**config.mk**
```make
export PLATFORM = sky130hd
export DESIGN_NAME = positional_list_store
export DESIGN_NICKNAME = d
export VERILOG_FILES = /design/src/rtl/plc_pkg.sv /design/src/rtl/plc_cell.sv /design/src/rtl/plc_scan.sv /design/src/rtl/positional_list_store.sv
export SDC_FILE = /design/constraint.sdc
export NUM_CORES = 2
export LEC_CHECK = 0
export BUFFER_PORTS_ARGS = -buffer_cell sky130_fd_sc_hd__clkbuf_2
export CORE_MARGIN = 5
export CORE_UTILIZATION = 30
export DETAILED_ROUTE_END_ITERATION = 10
export PLACE_DENSITY = 0.52
export SYNTH_ARGS = -nofsm -noshare
export SYNTH_HDL_FRONTEND = slang
export SYNTH_SLANG_ARGS = --single-unit
```
**constraint.sdc**
```tcl
create_clock -name clk -period 6.12 [get_ports clk]
set_input_delay 1.836 -clock clk [delete_from_list [all_inputs] [get_ports clk]]
set_output_delay 1.836 -clock clk [all_outputs]
set_load 0.01 [all_outputs]
```
**src/rtl/plc_pkg.sv**
```systemverilog
// ---------------------------------------------------------------------------
// plc_pkg: shared types and codes for the positional list store
// Request kinds, result status codes and the per-cell operation struct.
// ---------------------------------------------------------------------------
`timescale 1ns / 1ps
`default_nettype none

package plc_pkg;

    localparam int VALUE_W = 32;

    // Request kinds.
    localparam logic [1:0] KIND_FIND   = 2'd0;
    localparam logic [1:0] KIND_INSERT = 2'd1;
    localparam logic [1:0] KIND_DELETE = 2'd2;

    // Result status codes.
    localparam logic [1:0] ST_OK       = 2'd0;
    localparam logic [1:0] ST_FULL     = 2'd1;
    localparam logic [1:0] ST_BADPOS   = 2'd2;
    localparam logic [1:0] ST_NOTFOUND = 2'd3;

    // Operation broadcast to every cell in the chain.
    typedef struct packed {
        logic ins;
        logic del;
    } cell_op_t;

endpackage

`default_nettype wire

```
**src/rtl/plc_cell.sv**
```systemverilog
// ---------------------------------------------------------------------------
// plc_cell: one slot of the list
// Holds one entry, takes its left or right neighbor on a shift or the new value
// on an insert at its own index, and compares its entry against the search value.
// ---------------------------------------------------------------------------
`timescale 1ns / 1ps
`default_nettype none

module plc_cell
    import plc_pkg::*;
#(
    parameter int DEPTH = 16,
    parameter int IDX   = 0
)
(
    input  wire logic                         clk,
    input  wire cell_op_t                     op,
    input  wire logic [$clog2(DEPTH)-1:0]     op_pos,
    input  wire logic [VALUE_W-1:0]           ins_value,
    input  wire logic [VALUE_W-1:0]           left_entry,
    input  wire logic [VALUE_W-1:0]           right_entry,
    input  wire logic [$clog2(DEPTH+1)-1:0]   count,
    input  wire logic [VALUE_W-1:0]           cmp_value,
    output logic      [VALUE_W-1:0]           entry,
    output logic                              match
);

    localparam int IW = $clog2(DEPTH);
    localparam int CW = $clog2(DEPTH + 1);
    localparam logic [IW-1:0] MY_IDX = IW'(IDX);
    localparam logic [CW-1:0] MY_CNT = CW'(IDX);

    logic [VALUE_W-1:0] entry_reg;
    logic [VALUE_W-1:0] entry_next;

    always_comb
    begin
        entry_next = entry_reg;
        if (op.ins && (MY_IDX > op_pos))
        begin
            entry_next = left_entry;
        end
        else if (op.ins && (MY_IDX == op_pos))
        begin
            entry_next = ins_value;
        end
        else if (op.del && (MY_IDX >= op_pos))
        begin
            entry_next = right_entry;
        end
    end

    always_ff @(posedge clk)
    begin
        entry_reg <= entry_next;
    end

    assign entry = entry_reg;
    // Only slots below the fill count hold list entries.
    assign match = (MY_CNT < count) && (entry_reg == cmp_value);

endmodule

`default_nettype wire

```
**src/rtl/plc_scan.sv**
```systemverilog
// ---------------------------------------------------------------------------
// plc_scan: first-match search over the cell match bits
// Walks the match vector eight cells per cycle and stops at the first hit.
// ---------------------------------------------------------------------------
`timescale 1ns / 1ps
`default_nettype none

module plc_scan
    import plc_pkg::*;
#(
    parameter int DEPTH = 16
)
(
    input  wire logic                       clk,
    input  wire logic                       rst_n,
    input  wire logic                       start,
    input  wire logic [DEPTH-1:0]           match,
    output logic                            busy,
    output logic                            done,
    output logic                            hit,
    output logic [$clog2(DEPTH)-1:0]        idx
);

    localparam int G  = 8;
    localparam int NG = (DEPTH + G - 1) / G;
    localparam int GW = (NG > 1) ? $clog2(NG) : 1;
    localparam int IW = $clog2(DEPTH);

    logic          busy_reg;
    logic [GW-1:0] grp_reg;
    logic [NG*G-1:0] padded;
    logic [G-1:0]    grp_bits;
    logic [2:0]      enc;
    logic            last;

    assign padded   = (NG*G)'(match);
    assign grp_bits = padded[grp_reg*G +: G];
    assign last     = (grp_reg == GW'(NG - 1));

    // Lowest set bit of the current group wins.
    always_comb
    begin
        hit = 1'b0;
        enc = 3'd0;
        for (int k = G - 1; k >= 0; k--)
        begin
            if (grp_bits[k])
            begin
                hit = 1'b1;
                enc = 3'(k);
            end
        end
    end

    assign busy = busy_reg;
    assign done = busy_reg && (hit || last);
    assign idx  = hit ? IW'({grp_reg, enc}) : '0;

    always_ff @(posedge clk or negedge rst_n)
    begin
        if (!rst_n)
        begin
            busy_reg <= 1'b0;
            grp_reg  <= '0;
        end
        else if (start)
        begin
            busy_reg <= 1'b1;
            grp_reg  <= '0;
        end
        else if (done)
        begin
            busy_reg <= 1'b0;
        end
        else if (busy_reg)
        begin
            grp_reg <= grp_reg + 1'b1;
        end
    end

endmodule

`default_nettype wire

```
**src/rtl/positional_list_store.sv**
```systemverilog
// ---------------------------------------------------------------------------
// positional_list_store: packed ordered list with find, insert and delete
// A row of DEPTH cells holds the list; shifts happen in all cells at once.
// ---------------------------------------------------------------------------
// Usage:
// A request word (kind, value, position) is taken on the input channel when
// in_valid is high and in_stall is low. Each request gives exactly one result
// word (status, found_index, count) on the output channel, taken when
// out_valid is high and out_stall is low.
// Insert, delete and the unused kind finish in the accepting cycle; the result
// goes to the output register, or to the skid slot while the output is held,
// and the next request can be taken in the next cycle unless the skid is full.
// Find registers the search value, every cell compares it against its entry
// at once, and the first-match scan walks the match bits eight cells per
// cycle up to the group holding the first hit, or the last group when nothing
// matches; the result is then registered like any other, and the input stalls
// until the scan ends.
// An output register plus one skid slot let a request be accepted while the
// previous result waits; with both full, in_stall holds the input.
// Reset empties the list; no clearing pass is needed.
// ---------------------------------------------------------------------------
`timescale 1ns / 1ps
`default_nettype none

module positional_list_store
    import plc_pkg::*;
#(
    parameter int DEPTH = 16
)
(
    input  wire logic                           clk,
    input  wire logic                           rst_n,
    input  wire logic                           in_valid,
    output logic                                in_stall,
    input  wire logic [1:0]                     kind,
    input  wire logic signed [VALUE_W-1:0]      value,
    input  wire logic [$clog2(DEPTH+2)-1:0]     position,
    output logic                                out_valid,
    input  wire logic                           out_stall,
    output logic [1:0]                          status,
    output logic [$clog2(DEPTH)-1:0]            found_index,
    output logic [$clog2(DEPTH+1)-1:0]          count
);

    localparam int IW = $clog2(DEPTH);
    localparam int CW = $clog2(DEPTH + 1);
    localparam int PW = $clog2(DEPTH + 2);

    logic [CW-1:0]      count_reg;
    logic [CW-1:0]      count_next;
    logic [VALUE_W-1:0] value_reg;

    logic               out_valid_reg;
    logic [1:0]         status_reg;
    logic [IW-1:0]      found_reg;
    logic [CW-1:0]      count_out_reg;
    logic               skid_valid_reg;
    logic [1:0]         skid_status_reg;
    logic [IW-1:0]      skid_found_reg;
    logic [CW-1:0]      skid_count_reg;

    logic               accept;
    logic               res_valid;
    logic [1:0]         res_status;
    logic [IW-1:0]      res_idx;
    cell_op_t           op;
    logic [IW-1:0]      op_pos;
    logic [PW:0]        pos_ext;
    logic [PW:0]        cnt_ext;

    logic               scan_start;
    logic               scan_busy;
    logic               scan_done;
    logic               scan_hit;
    logic [IW-1:0]      scan_idx;

    logic [VALUE_W-1:0] cell_entry [DEPTH];
    logic [DEPTH-1:0]   cell_match;

    assign in_stall = scan_busy || skid_valid_reg;
    assign accept   = in_valid && !in_stall;

    assign pos_ext = {1'b0, position};
    assign cnt_ext = (PW+1)'(count_reg);
    assign op_pos  = IW'(position - 1'b1);

    always_comb
    begin
        op         = '0;
        count_next = count_reg;
        scan_start = 1'b0;
        res_valid  = 1'b0;
        res_status = ST_OK;
        res_idx    = '0;
        if (accept)
        begin
            case (kind)
                KIND_FIND:
                begin
                    scan_start = 1'b1;
                end
                KIND_INSERT:
                begin
                    res_valid = 1'b1;
                    // The full check comes before the position check.
                    if (count_reg == CW'(DEPTH))
                    begin
                        res_status = ST_FULL;
                    end
                    else if ((position == '0) || (pos_ext > cnt_ext + 1'b1))
                    begin
                        res_status = ST_BADPOS;
                    end
                    else
                    begin
                        op.ins     = 1'b1;
                        count_next = count_reg + 1'b1;
                    end
                end
                KIND_DELETE:
                begin
                    res_valid = 1'b1;
                    if ((position == '0) || (pos_ext > cnt_ext))
                    begin
                        res_status = ST_BADPOS;
                    end
                    else
                    begin
                        op.del     = 1'b1;
                        count_next = count_reg - 1'b1;
                    end
                end
                default:
                begin
                    res_valid = 1'b1;
                end
            endcase
        end
        else if (scan_done)
        begin
            res_valid  = 1'b1;
            res_status = scan_hit ? ST_OK : ST_NOTFOUND;
            res_idx    = scan_idx;
        end
    end

    genvar gi;
    generate
        for (gi = 0; gi < DEPTH; gi++)
        begin : g_cell
            logic [VALUE_W-1:0] left_e;
            logic [VALUE_W-1:0] right_e;

            if (gi == 0)
            begin : g_first
                assign left_e = $unsigned(value);
            end
            else
            begin : g_mid_l
                assign left_e = cell_entry[gi-1];
            end

            if (gi == DEPTH - 1)
            begin : g_last
                assign right_e = cell_entry[gi];
            end
            else
            begin : g_mid_r
                assign right_e = cell_entry[gi+1];
            end

            plc_cell #(
                .DEPTH (DEPTH),
                .IDX   (gi)
            ) u_cell (
                .clk         (clk),
                .op          (op),
                .op_pos      (op_pos),
                .ins_value   ($unsigned(value)),
                .left_entry  (left_e),
                .right_entry (right_e),
                .count       (count_reg),
                .cmp_value   (value_reg),
                .entry       (cell_entry[gi]),
                .match       (cell_match[gi])
            );
        end
    endgenerate

    plc_scan #(
        .DEPTH (DEPTH)
    ) u_scan (
        .clk   (clk),
        .rst_n (rst_n),
        .start (scan_start),
        .match (cell_match),
        .busy  (scan_busy),
        .done  (scan_done),
        .hit   (scan_hit),
        .idx   (scan_idx)
    );

    always_ff @(posedge clk)
    begin
        if (scan_start)
        begin
            value_reg <= $unsigned(value);
        end
    end

    always_ff @(posedge clk or negedge rst_n)
    begin
        if (!rst_n)
        begin
            count_reg      <= '0;
            out_valid_reg  <= 1'b0;
            skid_valid_reg <= 1'b0;
        end
        else
        begin
            count_reg <= count_next;
            if (!out_valid_reg || !out_stall)
            begin
                if (skid_valid_reg)
                begin
                    out_valid_reg   <= 1'b1;
                    status_reg      <= skid_status_reg;
                    found_reg       <= skid_found_reg;
                    count_out_reg   <= skid_count_reg;
                    skid_valid_reg  <= res_valid;
                    skid_status_reg <= res_status;
                    skid_found_reg  <= res_idx;
                    skid_count_reg  <= count_next;
                end
                else
                begin
                    out_valid_reg <= res_valid;
                    status_reg    <= res_status;
                    found_reg     <= res_idx;
                    count_out_reg <= count_next;
                end
            end
            else if (res_valid)
            begin
                // The output word is held; park the new result one slot back.
                skid_valid_reg  <= 1'b1;
                skid_status_reg <= res_status;
                skid_found_reg  <= res_idx;
                skid_count_reg  <= count_next;
            end
        end
    end

    assign out_valid   = out_valid_reg;
    assign status      = status_reg;
    assign found_index = found_reg;
    assign count       = count_out_reg;

endmodule

`default_nettype wire

```
==> run metrics <==
Lkg Pwr=between 10 and 15 nW; hold_sp=skid_found_reg[3]; # hold bufs at CTS=0; PortBufs=55; crit-path max FO=20; Seq cells post-synth=575; endpoints failing setup=0; Setup TNS Final=0 ns; Worst Clk Skew=0.0274 ns; Row Count=around 130; WL final=~160000 um; most frequent cells in the layout=edfxtp_1 (566), xor2_1 (298), mux2i_1 (270), xnor2_1 (217), nand2_1 (183); CTS Buffer Depth=3; Post-synth EDFFs=approximately 570; commonest non-fill, non-tap cell in the layout=edfxtp_1; TritonCTS Sinks=575; WP buf/inv=3; startpoint types=input port; Slew Viols, Final=0; Largest register FFs=roughly 510; Post-layout nets=~3300; CTS tree=done; Routed Antenna Nets=0; # H-tree levels=3; area of the die=around 0.13 mm^2; class of the worst hold path=flip-flop to flip-flop; cells after synthesis=around 3300; Core ar.=roughly 0.12 mm^2; Avg Vias per Cell=between 5 and 6; Final HPWL DP=~120000 um; root cell of the clock tree=clkbuf_16; Worst-Margin Slew=1.38 ns; Global Route Usage Sum=between 20% and 30%; layout cells sized above 1=15.8%; RR Startpoint=count_reg[0]; fin crit share=roughly 80%; Crit Path Category=input port to flip-flop; Worst EP arrival=approximately 5 ns; Worst path slowest cell=nor3_4; initial drt markers=around 4000; via count=between 20000 and 30000; first-pass GRT wire length=between 200000 and 250000 um; Post-synth ARST share=under 10%; Avg Cell Area, Syn=~11 um^2; Clk Latency, worst-skew pair=~0.65 ns; Final Cell Area=between 0.04 and 0.05 mm^2; critical-path cell list=clkbuf_2 -> inv_1 -> ha_1 -> or4b_1 -> nand4_2 -> nor3_4 -> buf_12 -> mux2i_1 -> a21oi_1; clock transition at the registers of the reported paths=~0.060 ns; Post-Syn Area=~0.037 mm^2; largest net degree at the start of global routing=129; hold path cells=2; fmax=approximately 0.21 GHz; Top delay family on crit path=simple AND/OR/NAND/NOR gates; RePlAce Congestion=about 0.94; TritonCTS buffer count=70; number of global-route vias before repair=about 28000; Die Ht=359 um; DRC errors left=0; initial antenna violation count=6; Pre-antenna DRT Iters=5; Resize count post-CTS=0; Pwr per Cell Area=around 300 mW/mm^2; Area growth syn-to-layout=12.4%; Yosys warnings=0; dpl cell area=approximately 0.039 mm^2; CP Capture Type=flip-flop; Rel. slew slack=between 7 and 8%; largest stage delay on the critical path=0.93 ns; top_reg_cell synth=edfxtp_1; IO Pins=56; setup bufs post-CTS=0; register area share after synthesis=between 40% and 50%; syn_nets=3341; Hold Violations, Final=0; Die X=359 um; maximum VDD drop=~0.00017 V; Crit. path cell count=9; Worst setup startpoint=position[0]; GR Overflow Total=0; Routed wire per std cell=32.6 um; Max Cap Viol=0; initial core utilization=between 30% and 40%; path depth of the worst reg2reg path=15; unrepaired setup endpoints after global routing=no; post-route minimum period=~4.8 ns; WP data required=6.47 ns; Synth cell types=between 80 and 90; status=completed
logic make-up after synthesis:
kind of cell	count (synthesis)	synth area share, %
AOI/OAI and AO/OA	544	9.67
xor gates and xnor gates	521	12.6
adders and majority gates	20	0.685
buffers and inverters	287	4.13
DFF	575	47.2
muxes	464	13.4
and+or+nand+nor	867	12.4
routing by layer:
layer  wire length (um)  track usage [%]  part of all wire [%]  vias up
met5                 31            0.222                 0.019        -
met4               5890             7.86                   3.6        6
met3              17400             5.27                    11      270
met2              70100             36.3                    43     1844
met1              68100             33.9                    42    14800
li1                   -                -                     -    12400
cell usage after synthesis, drive strengths merged, types with 64 or more instances:
master	instances	share of area, %
mux2i	270	7.4
o22ai	66	1.1
edfxtp	566	47
clkbuf	115	1.2
nor4	135	2.3
xor2	298	7.1
nand4	115	2.0
mux2	194	6.0
nor2	195	2.0
xnor2	223	5.5
a21oi	159	2.2
a2bb2oi	64	1.5
o21ai	145	2.0
buf	148	2.7
nand2	184	1.9
area by class of cell:
class | instances | area (um^2)
clock buffer | 86 | 1870
antenna | 4 | 10.0
timing repair buffer | 186 | 1320
fill | 12500 | 80400
tap | 1625 | 2030
sequential | 575 | 17200
clock inverter | 39 | 459
multi-input combinational | 2416 | 18000
inverter | 24 | 92.6
metrics by stage:
step | std cells | total power, mW | setup slack, ns | util (%) | hold WS, ns
2_1_floorplan | 3278 | 6.58 | 0.403 | - | 0.487
3_3_place_gp | 4826 | 7.66 | 0.816 | 31.9 | 0.525
3_5_place_dp | 4826 | 7.66 | 0.743 | 31.9 | 0.525
4_1_cts | 4951 | 12.0 | 1.42 | 33.8 | 0.542
5_1_grt | 4952 | 12.4 | 1.09 | 33.8 | 0.562
6_report | 4955 | 12.0 | 1.33 | 33.8 | 0.532
worst min-delay path: cells and delay by family, from the launching register on:
family / cells / cell delay (ns)
DFF: 1 / 0.32
and+or+nand+nor: 1 / 0.06
AOI/OAI and AO/OA: 1 / 0.05
path summary, 6_finish.rpt:
check / end / slack, ns
setup / recovery: g_cell[2].u_cell.entry[29] / 1.33
hold / removal: found_index[3] / 0.53
setup reg to reg: g_cell[10].u_cell.entry[9] / 1.59
hold reg to reg: found_index[3] / 0.53
max in group asynchronous: skid_valid_reg / 4.85
min in group asynchronous: u_scan.busy / 1.06
power breakdown:
group,internal [mW],leakage (nW),switching [mW]
Sequential,4.74,5.24,0.445
Combinational,0.823,7.99,1.66
Clock,2.53,1.13,1.83
(Power assumes the default switching activity.)
